## config.mk

```make
export PLATFORM = sky130hd
export DESIGN_NAME = char_queue_key_delete_insert_core
export DESIGN_NICKNAME = d
export VERILOG_FILES = /design/src/rtl/core/cqk_pkg.sv /design/src/rtl/core/cqk_out_reg.sv /design/src/rtl/core/char_queue_key_delete_insert_core.sv
export SDC_FILE = /design/constraint.sdc
export NUM_CORES = 1
export LEC_CHECK = 0
export ABC_CLOCK_PERIOD_IN_PS = 11180
export BUFFER_PORTS_ARGS = -buffer_cell sky130_fd_sc_hd__buf_2
export CORE_MARGIN = 10
export CORE_UTILIZATION = 55
export CTS_BUF_LIST = sky130_fd_sc_hd__clkbuf_4
export CTS_CLUSTER_DIAMETER = 60
export CTS_CLUSTER_SIZE = 20
export DETAILED_ROUTE_END_ITERATION = 8
export MAX_ROUTING_LAYER = met4
export PLACE_DENSITY = 0.71
export SLEW_MARGIN = 20
export SYNTH_ARGS = -nofsm -noshare
export SYNTH_HDL_FRONTEND = slang
export SYNTH_SLANG_ARGS = --single-unit
```

## constraint.sdc

```tcl
create_clock -name clk -period 11.18 [get_ports clk]
set_input_delay 0 -clock clk [delete_from_list [all_inputs] [get_ports clk]]
set_output_delay 0 -clock clk [all_outputs]
set_load 0.05 [all_outputs]
```

## src/rtl/core/cqk_pkg.sv

```systemverilog
// Shared types and codes for the character queue core.
// Operation codes, status codes, state encoding and the result record.
// No dependencies.
package cqk_pkg;

  localparam logic [2:0] OP_PUSH   = 3'd0;
  localparam logic [2:0] OP_POP    = 3'd1;
  localparam logic [2:0] OP_DELETE = 3'd2;
  localparam logic [2:0] OP_INSERT = 3'd3;
  localparam logic [2:0] OP_CLEAR  = 3'd4;
  localparam logic [2:0] OP_READ   = 3'd5;

  localparam logic [1:0] ST_OK    = 2'd0;
  localparam logic [1:0] ST_FULL  = 2'd1;
  localparam logic [1:0] ST_EMPTY = 2'd2;
  localparam logic [1:0] ST_RANGE = 2'd3;

  localparam int CHAR_W  = 8;
  localparam int COUNT_W = 7;
  localparam int POS_W   = 7;

  typedef enum logic [5:0] {
    S_IDLE = 6'b000001,
    S_EXEC = 6'b000010,
    S_DEL  = 6'b000100,
    S_INS  = 6'b001000,
    S_WAIT = 6'b010000,
    S_RESP = 6'b100000
  } state_t;

  typedef struct packed {
    logic [1:0]         status;
    logic [COUNT_W-1:0] entry_count;
    logic [CHAR_W-1:0]  out_char;
  } result_t;

endpackage

```

## src/rtl/core/cqk_out_reg.sv

```systemverilog
// Output register for the character queue core: holds one result item.
// Depends on cqk_pkg for the result record.
module cqk_out_reg (
  input  logic            clk,
  input  logic            rst_n,
  input  logic            load,
  input  cqk_pkg::result_t res,
  output logic            free,
  output logic            out_tvalid,
  input  logic            out_tready,
  output logic [23:0]     out_tdata   // out_char[7:0], entry_count[14:8], status[16:15]
);

  logic             valid_r;
  logic             valid_nxt;
  cqk_pkg::result_t data_r;

  assign free      = !valid_r || out_tready;
  assign valid_nxt = load ? 1'b1 : (out_tready ? 1'b0 : valid_r);

  always_ff @(posedge clk) begin
    if (!rst_n) begin
      valid_r <= 1'b0;
    end else begin
      valid_r <= valid_nxt;
    end
  end

  always_ff @(posedge clk) begin
    if (load) begin
      data_r <= res;
    end
  end

  assign out_tvalid = valid_r;
  assign out_tdata  = {7'd0, data_r.status, data_r.entry_count, data_r.out_char};

endmodule

```

## src/rtl/core/char_queue_key_delete_insert_core.sv

```systemverilog
// Top level of the character queue core: control sequencer and entry store.
// Depends on cqk_pkg and cqk_out_reg.
//
// One item is worked at a time. Push, clear, refused and ignored operations
// pass through the execute and response states to the result register; pop
// and read add a wait state for the store read. Delete by key walks the whole
// queue; insert shifts the entries from the position to the tail. The walk is
// bound by the single read port and single write port of the entry store, one
// entry per cycle. Once the result sits in the output register the input is
// ready again; a stalled output register holds the sequencer until it frees.
module char_queue_key_delete_insert_core #(
  parameter int QUEUE_DEPTH = 64
) (
  input  logic        clk,
  input  logic        rst_n,
  input  logic        in_tvalid,
  output logic        in_tready,
  input  logic [23:0] in_tdata,   // operation[2:0], char_value[10:3], position[17:11]
  output logic        out_tvalid,
  input  logic        out_tready,
  output logic [23:0] out_tdata   // out_char[7:0], entry_count[14:8], status[16:15]
);

  localparam int AW = (QUEUE_DEPTH > 2) ? $clog2(QUEUE_DEPTH) : 1;
  localparam int CW = $clog2(QUEUE_DEPTH + 1);
  localparam int SW = CW + 1;
  localparam int PW = (CW > cqk_pkg::POS_W) ? CW : cqk_pkg::POS_W;

  function automatic logic [AW-1:0] phys(input logic [AW-1:0] base,
                                         input logic [CW-1:0] lidx);
    logic [SW-1:0] s;
    s = SW'(base) + SW'(lidx);
    if (s >= SW'(QUEUE_DEPTH)) begin
      s = s - SW'(QUEUE_DEPTH);
    end
    return s[AW-1:0];
  endfunction

  cqk_pkg::state_t              state_r, state_nxt;
  logic [AW-1:0]                head_r, head_nxt;
  logic [CW-1:0]                occ_r, occ_nxt;
  logic [2:0]                   op_r, op_nxt;
  logic [cqk_pkg::CHAR_W-1:0]   ch_r, ch_nxt;
  logic [cqk_pkg::POS_W-1:0]    pos_r, pos_nxt;
  logic [CW-1:0]                rd_idx_r, rd_idx_nxt;
  logic [CW-1:0]                wr_idx_r, wr_idx_nxt;
  logic                         rd_vld_r, rd_vld_nxt;
  logic [cqk_pkg::CHAR_W-1:0]   res_char_r, res_char_nxt;
  logic [1:0]                   res_stat_r, res_stat_nxt;

  logic [cqk_pkg::CHAR_W-1:0]   mem [QUEUE_DEPTH];
  logic [cqk_pkg::CHAR_W-1:0]   rdata_r;
  logic                         rd_en;
  logic [AW-1:0]                rd_addr;
  logic                         wr_en;
  logic [AW-1:0]                wr_addr;
  logic [cqk_pkg::CHAR_W-1:0]   wr_data;

  logic [PW-1:0]                pos_w, occ_w, rdi_w;
  logic [CW-1:0]                pos_l;
  logic                         full, empty;
  logic                         out_free, out_load;
  cqk_pkg::result_t             res;

  assign pos_w = PW'(pos_r);
  assign occ_w = PW'(occ_r);
  assign rdi_w = PW'(rd_idx_r);
  assign pos_l = pos_w[CW-1:0];
  assign full  = (occ_r == CW'(QUEUE_DEPTH));
  assign empty = (occ_r == '0);

  assign in_tready = (state_r == cqk_pkg::S_IDLE);

  always_comb begin
    state_nxt    = state_r;
    head_nxt     = head_r;
    occ_nxt      = occ_r;
    op_nxt       = op_r;
    ch_nxt       = ch_r;
    pos_nxt      = pos_r;
    rd_idx_nxt   = rd_idx_r;
    wr_idx_nxt   = wr_idx_r;
    rd_vld_nxt   = 1'b0;
    res_char_nxt = res_char_r;
    res_stat_nxt = res_stat_r;
    rd_en        = 1'b0;
    rd_addr      = head_r;
    wr_en        = 1'b0;
    wr_addr      = head_r;
    wr_data      = ch_r;
    out_load     = 1'b0;

    case (state_r)
      cqk_pkg::S_IDLE: begin
        if (in_tvalid) begin
          op_nxt       = in_tdata[2:0];
          ch_nxt       = in_tdata[10:3];
          pos_nxt      = in_tdata[17:11];
          res_char_nxt = '0;
          res_stat_nxt = cqk_pkg::ST_OK;
          state_nxt    = cqk_pkg::S_EXEC;
        end
      end
      cqk_pkg::S_EXEC: begin
        state_nxt = cqk_pkg::S_RESP;
        case (op_r)
          cqk_pkg::OP_PUSH: begin
            if (full) begin
              res_stat_nxt = cqk_pkg::ST_FULL;
            end else begin
              wr_en   = 1'b1;
              wr_addr = phys(head_r, occ_r);
              occ_nxt = occ_r + CW'(1);
            end
          end
          cqk_pkg::OP_POP: begin
            if (empty) begin
              res_stat_nxt = cqk_pkg::ST_EMPTY;
            end else begin
              rd_en     = 1'b1;
              rd_addr   = head_r;
              head_nxt  = phys(head_r, CW'(1));
              occ_nxt   = occ_r - CW'(1);
              state_nxt = cqk_pkg::S_WAIT;
            end
          end
          cqk_pkg::OP_DELETE: begin
            rd_idx_nxt = '0;
            wr_idx_nxt = '0;
            state_nxt  = cqk_pkg::S_DEL;
          end
          cqk_pkg::OP_INSERT: begin
            if (full) begin
              res_stat_nxt = cqk_pkg::ST_FULL;
            end else if (pos_w == '0 || pos_w > occ_w) begin
              res_stat_nxt = cqk_pkg::ST_RANGE;
            end else begin
              rd_idx_nxt = occ_r;
              state_nxt  = cqk_pkg::S_INS;
            end
          end
          cqk_pkg::OP_CLEAR: begin
            head_nxt = '0;
            occ_nxt  = '0;
          end
          cqk_pkg::OP_READ: begin
            if (empty) begin
              res_stat_nxt = cqk_pkg::ST_EMPTY;
            end else if (pos_w >= occ_w) begin
              res_stat_nxt = cqk_pkg::ST_RANGE;
            end else begin
              rd_en     = 1'b1;
              rd_addr   = phys(head_r, pos_l);
              state_nxt = cqk_pkg::S_WAIT;
            end
          end
          default: begin
          end
        endcase
      end
      cqk_pkg::S_DEL: begin
        if (rd_idx_r != occ_r) begin
          rd_en      = 1'b1;
          rd_addr    = phys(head_r, rd_idx_r);
          rd_idx_nxt = rd_idx_r + CW'(1);
          rd_vld_nxt = 1'b1;
        end
        if (rd_vld_r) begin
          if (rdata_r != ch_r) begin
            wr_en      = 1'b1;
            wr_addr    = phys(head_r, wr_idx_r);
            wr_data    = rdata_r;
            wr_idx_nxt = wr_idx_r + CW'(1);
          end
        end else if (rd_idx_r == occ_r) begin
          occ_nxt   = wr_idx_r;
          state_nxt = cqk_pkg::S_RESP;
        end
      end
      cqk_pkg::S_INS: begin
        if (rdi_w >= pos_w) begin
          rd_en      = 1'b1;
          rd_addr    = phys(head_r, rd_idx_r - CW'(1));
          wr_idx_nxt = rd_idx_r;
          rd_idx_nxt = rd_idx_r - CW'(1);
          rd_vld_nxt = 1'b1;
        end
        if (rd_vld_r) begin
          wr_en   = 1'b1;
          wr_addr = phys(head_r, wr_idx_r);
          wr_data = rdata_r;
        end else if (rdi_w < pos_w) begin
          wr_en     = 1'b1;
          wr_addr   = phys(head_r, rd_idx_r);
          wr_data   = ch_r;
          occ_nxt   = occ_r + CW'(1);
          state_nxt = cqk_pkg::S_RESP;
        end
      end
      cqk_pkg::S_WAIT: begin
        res_char_nxt = rdata_r;
        state_nxt    = cqk_pkg::S_RESP;
      end
      cqk_pkg::S_RESP: begin
        if (out_free) begin
          out_load  = 1'b1;
          state_nxt = cqk_pkg::S_IDLE;
        end
      end
      default: begin
        state_nxt = cqk_pkg::S_IDLE;
      end
    endcase
  end

  always_ff @(posedge clk) begin
    if (!rst_n) begin
      state_r  <= cqk_pkg::S_IDLE;
      head_r   <= '0;
      occ_r    <= '0;
      rd_vld_r <= 1'b0;
    end else begin
      state_r  <= state_nxt;
      head_r   <= head_nxt;
      occ_r    <= occ_nxt;
      rd_vld_r <= rd_vld_nxt;
    end
  end

  always_ff @(posedge clk) begin
    op_r       <= op_nxt;
    ch_r       <= ch_nxt;
    pos_r      <= pos_nxt;
    rd_idx_r   <= rd_idx_nxt;
    wr_idx_r   <= wr_idx_nxt;
    res_char_r <= res_char_nxt;
    res_stat_r <= res_stat_nxt;
  end

  always_ff @(posedge clk) begin
    if (wr_en) begin
      mem[wr_addr] <= wr_data;
    end
    if (rd_en) begin
      rdata_r <= mem[rd_addr];
    end
  end

  assign res.out_char    = res_char_r;
  assign res.entry_count = occ_w[cqk_pkg::COUNT_W-1:0];
  assign res.status      = res_stat_r;

  cqk_out_reg u_out_reg (
    .clk        (clk),
    .rst_n      (rst_n),
    .load       (out_load),
    .res        (res),
    .free       (out_free),
    .out_tvalid (out_tvalid),
    .out_tready (out_tready),
    .out_tdata  (out_tdata)
  );

  a_occ_bound: assert property (@(posedge clk) disable iff (!rst_n)
    occ_r <= CW'(QUEUE_DEPTH))
    else $error("occupancy above queue depth");

  a_no_rw_clash: assert property (@(posedge clk) disable iff (!rst_n)
    (rd_en && wr_en) |-> (rd_addr != wr_addr))
    else $error("read and write hit the same entry");

  a_del_order: assert property (@(posedge clk) disable iff (!rst_n)
    (state_r == cqk_pkg::S_DEL && rd_vld_r) |-> (wr_idx_r < rd_idx_r))
    else $error("compaction write overtook the read pointer");

  a_wait_read: assert property (@(posedge clk) disable iff (!rst_n)
    (state_r == cqk_pkg::S_WAIT) |-> $past(rd_en))
    else $error("result capture without a store read");

endmodule

```

==> key figures, run 1 <==
Cells and area
  – Layout cells sized above 1: 0.0882
  – Final net count: 2129
  – Area added between synthesis and finish: 6.12%
  – Post-route cell area: 28600 um^2

CTS
  – Reg clk slew, reported paths: 160 ps
  – Sinks on Clock Net: 600
  – Root Buffer: clkbuf_4
  – Total CTS buffers: 42
  – Clock Latency Late Sink: 900 ps
  – H-tree depth: 2
  – Clk buf depth: 3
  – CTS tree: done
  – Setup repair bufs after CTS: 0

Critical path
  – Worst Path Buf+Inv: 1
  – Critical Path AT: 6720 ps
  – Worst path slowest cell: o211a_4
  – R2R setup slack: 5130 ps
  – CP top delay family: compound AO/OA/AOI/OAI gates
  – CP max FO: 165
  – R2R Path Start: rd_idx_r[4]$_DFFE_PP_
  – Critical path required time: 11850 ps
  – Crit-path cells: ha_1 -> a21oi_1 -> o21ai_0 -> a211oi_1 -> o31ai_1 -> o211a_4 -> buf_12 -> nand2_1 -> a32o_1 -> a221oi_1 -> o22ai_1 -> nor4_1
  – Setup CP Type: reg2reg
  – CP endpoint kind: register
  – Reg2Reg Depth: 12
  – CP startpoint kind: register
  – Reg-to-Reg End: rdata_r[6]$_DFFE_PP_
  – CP max stage delay: 740 ps

Timing
  – Max Clk Rate: 0.165 GHz
  – Setup TNS: 0 ps
  – RSZ-0062 raised after global routing: no
  – Fin. max-slew vios: 0
  – Slew headroom: 0.208
  – Final Hold Viols: 0
  – Clock skew: 74.9 ps
  – Worst Max-Slew Pin Slew: 1190 ps
  – Final Setup Violations: 0
  – Fin crit share: 0.541
  – Tmin final: 6050 ps

Hold path
  – Start point of the worst hold path: rst_n
  – Worst Hold Path EP: head_r[3]$_SDFFE_PN0P_
  – Worst Hold Class: in2reg
  – Hold path depth: 4

Synth
  – Register area share after synthesis: 0.660
  – Post-synthesis cell type count: 86
  – Top cells by area, synth: edfxtp_1 64%, mux2i_1 5.3%, nand2_1 4.0%, ha_1 2.1%, nor2_1 1.8%
  – Cell taking the most area after synthesis: edfxtp_1
  – Cell area after synthesis: 27000 um^2
  – Adder and majority gate portion of the synthesized area: 0.0250
  – Top cell type's share of synthesized area: 0.644
  – Post-Synth XOR/XNOR Area: 0.0179
  – Post-synth EDFFs: 579
  – Simple-gate share of the synthesized area: 0.114
  – Post-synthesis mux area share: 0.0647
  – Synth warn: 0
  – Post-Synthesis Cells: 2009
  – Yosys reg bits: 600
  – Mapped Avg Cell Area: 13.4 um^2
  – Top FF cell, synth: edfxtp_1
  – Post-synthesis compound-gate area fraction: 0.0891
  – Largest family of logic cells by synthesized area: simple AND/OR/NAND/NOR gates
  – Post-synth ARST share: 0

Status
  – Status: finished clean

Floorplanning
  – Core Footprint: 48700 um^2
  – Die area: 58300 um^2
  – Row cnt: 81
  – Initial core utilization: 0.554
  – Io pins: 54
  – Chip Height: 242 um
  – Die width: 242 um

Routing
  – DRC viols: 0
  – WL per Instance: 24.5 um
  – Via density per instance: 6.29
  – Final wirelength: 67300 um
  – First drt pass iteration count: 6
  – Initial DRC Count: 2138
  – Detail Route Antenna Nets: 0
  – Via count: 17300

Place
  – Hpwl dp: 41700 um
  – Port bufs: 40
  – Area after DPL: 27600 um^2
  – Gpl congestion: 0.961

GRT
  – Vias in the first global route: 16400
  – Largest net degree at the start of global routing: 166
  – Initial antenna violation count: 4
  – Global Route Usage Sum: 0.231
  – Overflow after GRT: 0
  – Global-route wire length before repair: 102000 um

Power and ir drop
  – Worst vdd ir: 128 uV
  – Total power draw: 4010 uW
  – Leakage: 0.0103 uW
  – Power Dens Cells: 140 nW/um^2

Flow run
  – Max-cap violations: 0
[sequential cells by signal, indices dropped and copies added, names as in the netlist]
| register | cells |
|---|---|
| res_char_r | 8 |
| head_r | 6 |
| u_out_reg.out_tdata | 17 |
| pos_l | 7 |
| u_out_reg.out_tvalid | 1 |
| rd_vld_r | 1 |
| ch_r | 8 |
| rd_idx_r | 7 |
| mem | 512 |
| rdata_r | 8 |
| occ_r | 7 |
| state_r | 6 |
| wr_idx_r | 7 |
| op_r | 3 |
| res_stat_r | 2 |
[routing by layer]
| metal | track usage | wire length (um) | up-vias |
|---|---|---|---|
| met2 | 0.353 | 31400 | 871 |
| met4 | 0.0670 | 1890 | 0 |
| met5 | - | 0 | - |
| li1 | - | - | 7762 |
| met1 | 0.307 | 27400 | 8488 |
| met3 | 0.0499 | 6600 | 146 |
[cells in the mapped netlist, types with 31 or more instances]
cell / n
a21oi_1: 42
and3_1: 35
clkbuf_1: 48
edfxtp_1: 579
ha_1: 46
inv_1: 35
mux2i_1: 143
nand2_1: 284
nand3_1: 73
nor2_1: 131
o21ai_0: 36
xnor2_1: 31
[kinds of logic after synthesis]
logic type | Yosys count
DFF | 600
muxes | 168
xor gates and xnor gates | 55
and+or+nand+nor | 659
adders and majority gates | 51
other | 1
buffers and inverters | 150
AOI/OAI and AO/OA | 325
[power by group]
group,switching [uW],internal (uW)
clock,694,307
combinational,298,120
sequential,31.7,2560
total,1020,2980
[timing repair]
item / 4_1_cts / 5_1_grt
gates resized for setup: 0 / 0
endpoints found under the hold margin: 65 / 0
hold buffers: 42 / 0
setup endpoints to repair: 0 / 0
[metrics by stage]
step	std cells	util	setup slack [ps]	hold WS, ps
2_1_floorplan	2015	-	7200	76.2
3_3_place_gp	2627	0.566	5490	179
3_5_place_dp	2628	0.566	5400	178
4_1_cts	2738	0.587	5350	33.6
5_1_grt	2742	0.587	4930	77.8
6_report	2745	0.587	5130	101
[layout make-up]
cell class | count | area [um^2]
timing repair buffer | 106 | 811
multi-input combinational | 1265 | 8440
fill | 3775 | 20100
sequential | 600 | 17800
tap | 664 | 831
clock inverter | 23 | 258
clock buffer | 45 | 338
inverter | 35 | 131
antenna | 7 | 17.5
[worst min-delay path: stages]
cell and delay (ps):
dlygate4sd3_1 530, buf_2 140, o21ai_0 190, nor2_1 70
[cell usage in the layout (no fill, tap or decap), types with 24 or more instances in the layout]
master and count:
a21oi_1 42, a221oi_1 26, a31oi_1 30, and3_1 35
buf_2 41, clkbuf_4 45, dlygate4sd3_1 42, edfxtp_1 579
ha_1 46, inv_1 35, mux2i_1 143, nand2_1 284
nand3_1 73, nor2_1 131, o21ai_0 36, xnor2_1 31
xor2_1 24
[how the worst max path moves through the flow]
stage	start	endpoint	slack, ps	cells past startpoint
floorplan	rd_idx_r[0]$_DFFE_PP_	rdata_r[0]$_DFFE_PP_	7200	17
global placement	rd_idx_r[4]$_DFFE_PP_	rdata_r[6]$_DFFE_PP_	5490	12
detailed placement	rd_idx_r[4]$_DFFE_PP_	rdata_r[6]$_DFFE_PP_	5400	12
CTS	rd_idx_r[4]$_DFFE_PP_	rdata_r[6]$_DFFE_PP_	5350	12
global route	rd_idx_r[4]$_DFFE_PP_	rdata_r[6]$_DFFE_PP_	4930	12
finish	rd_idx_r[4]$_DFFE_PP_	rdata_r[6]$_DFFE_PP_	5130	12
Note: power is estimated with default switching activity, not from simulation.
==> run 2: changes to the inputs <==
ABC_CLOCK_PERIOD_IN_PS = 5250   (was 11180)
PLACE_DENSITY = 0.74   (was 0.71)
clock period = 5.25 ns   (was 11.18 ns; I/O delays follow)
==> run 2 against run 1 <==
Via count up 3.2%. Highest routed layer unchanged. Non-clock buffer count is 116 higher. Largest power group unchanged. Utilization is 1.8 points higher.
==> key figures, run 2 (synthesized netlist as in run 1, its figures left out) <==
Status
  – Status: finished clean

Timing
  – Max Clk Rate: 0.210 GHz (+27%)
  – Slew headroom: 0.285 (+0.0768)
  – Worst Max-Slew Pin Slew: 1070 ps (-122 ps)
  – Final Setup Violations: 0 (unchanged)
  – RSZ-0062 raised after global routing: no
  – Clock skew: 61.4 ps (-13.5 ps)
  – Final Hold Viols: 0 (unchanged)
  – Fin. max-slew vios: 0 (unchanged)
  – Fin crit share: 0.906 (+0.365)
  – Setup TNS: 0 ps (unchanged)
  – Tmin final: 4760 ps (-1290 ps)

Critical path
  – Critical Path AT: 5350 ps (-1370 ps)
  – Reg-to-Reg End: rdata_r[6]$_DFFE_PP_
  – CP max FO: 26 (-84%)
  – Setup CP Type: reg2reg
  – CP startpoint kind: register
  – Critical path required time: 5840 ps (-6010 ps)
  – Reg2Reg Depth: 12 (unchanged)
  – R2R Path Start: occ_r[0]$_SDFFE_PN0P_
  – R2R setup slack: 490 ps (-4640 ps)
  – CP endpoint kind: register

Cells and area
  – Max FFs per register: 512 (unchanged)
  – Commonest non-fill, non-tap cell in the layout: edfxtp_1
  – Most frequent cells in the layout: 579 x edfxtp_1, 284 x nand2_1, 143 x mux2i_1
  – Final net count: 2244 (+5.4%)
  – Area added between synthesis and finish: 9.40%
  – Final cell count without fillers: 2853 (+3.9%)
  – Final Util: 0.606 (+0.0181)
  – Top reg by flops: mem
  – Layout cells sized above 1: 0.137 (+0.0489)

CTS
  – Clock Latency Late Sink: 850 ps (-50 ps)
  – Sinks on Clock Net: 600 (unchanged)
  – Reg clk slew, reported paths: 200 ps (+40 ps)
  – CTS tree: done
  – Clk buf depth: 3 (unchanged)
  – Root Buffer: clkbuf_4
  – H-tree depth: 2 (unchanged)
  – Total CTS buffers: 41 (-2.4%)

Routing
  – Via density per instance: 6.25 (-0.72%)
  – Final wirelength: 70200 um (+4.3%)
  – WL per Instance: 24.6 um (+0.39%)
  – Detail Route Antenna Nets: 0 (unchanged)
  – First drt pass iteration count: 6 (unchanged)
  – DRC viols: 0 (unchanged)
  – Initial DRC Count: 2288 (+7.0%)
  – Via count: 17800 (+3.2%)

Place
  – Post-Place Cells: 2744 (+4.4%)
  – Hpwl dp: 46200 um (+11%)
  – Port bufs: 40 (unchanged)
  – Gpl congestion: 0.958 (-0.23%)

GRT
  – Initial antenna violation count: 1 (-3)
  – Global Route Usage Sum: 0.241 (+0.00985)
  – Vias in the first global route: 17400 (+5.7%)
  – Overflow after GRT: 0 (unchanged)
  – Global-route wire length before repair: 106000 um (+4.1%)
  – Largest net degree at the start of global routing: 65 (-61%)

Floorplanning
  – Die area: 58300 um^2 (unchanged)
  – Io pins: 54 (unchanged)
  – Row cnt: 81 (unchanged)
  – Core Footprint: 48700 um^2 (unchanged)
  – Initial core utilization: 0.554 (unchanged)
  – Die width: 242 um (unchanged)
  – Chip Height: 242 um (unchanged)

Flow run
  – Max-cap violations: 0 (unchanged)

Hold path
  – Worst Hold Class: in2reg
  – Start point of the worst hold path: rst_n
  – Hold path depth: 4 (unchanged)
  – Worst Hold Path EP: head_r[3]$_SDFFE_PN0P_

Power and ir drop
  – Power Dens Cells: 286 nW/um^2 (+100%)
  – Leakage: 0.0109 uW (+5.8%)
  – Worst vdd ir: 285 uV (+120%)
==> run 2: metrics by stage <==
| step | total power, uW | instance area (um^2) | hold slack [ps] | setup WS (ps) |
|---|---|---|---|---|
| 2_1_floorplan | 6160 | 27000 | 76.2 | 1270 |
| 3_3_place_gp | 6460 | 28500 | 179 | 720 |
| 3_5_place_dp | 6500 | 28500 | 179 | 667 |
| 4_1_cts | 8450 | 29500 | 58.1 | 608 |
| 5_1_grt | 8710 | 29500 | 133 | 319 |
| 6_report | 8450 | 29500 | 140 | 493 |
==> run 2: worst max-delay path, stage by stage (launching register included) <==
cell and delay, ps:
dfxtp_1 460, buf_4 210, inv_1 110, ha_1 150, or4b_4 480, or3_1 460, nand4_1 180, nand3_1 430
nor2_4 850, nand3_1 160, a22o_1 250, nor4b_1 630, nor4_1 160
==> run 2: how the worst max path moves through the flow <==
| stage | start | endpoint | slack [ps] | depth (start not counted) |
|---|---|---|---|---|
| 6_report | occ_r[0]$_SDFFE_PN0P_ | rdata_r[6]$_DFFE_PP_ | 490 | 12 |
| 5_1_grt | pos_l[5]$_DFFE_PP_ | rdata_r[6]$_DFFE_PP_ | 320 | 12 |
| 4_1_cts | rd_idx_r[5]$_DFFE_PP_ | mem[54][7]$_DFFE_PP_ | 610 | 9 |
| 3_5_place_dp | rd_idx_r[5]$_DFFE_PP_ | mem[54][5]$_DFFE_PP_ | 670 | 9 |
| 3_3_place_gp | rd_idx_r[5]$_DFFE_PP_ | rdata_r[6]$_DFFE_PP_ | 720 | 12 |
| 2_1_floorplan | rd_idx_r[0]$_DFFE_PP_ | rdata_r[0]$_DFFE_PP_ | 1270 | 17 |
==> run 2: routing by layer <==
metal | wire, um | track usage
met5 | 0 | -
met2 | 33000 | 0.373
met3 | 6640 | 0.0401
met4 | 2360 | 0.0830
met1 | 28100 | 0.318
==> run 2: layout make-up <==
class	count	area [um^2]
fill	3737	19200
sequential	600	17800
multi-input combinational	1265	8440
timing repair buffer	222	1770
tap	664	831
clock buffer	45	338
clock inverter	21	205
inverter	35	131
antenna	1	2.50
==> run 2: power by group <==
part	switching (uW)	internal, uW
logic	656	283
clock network	1490	511
registers	61.9	5440
==> run 2: timing repair <==
item,4_1_cts,5_1_grt
hold endpoints to repair,74,0
hold buffers,42,0
gates resized for setup,0,0
setup buffers,0,0
endpoints found under the setup margin,0,0
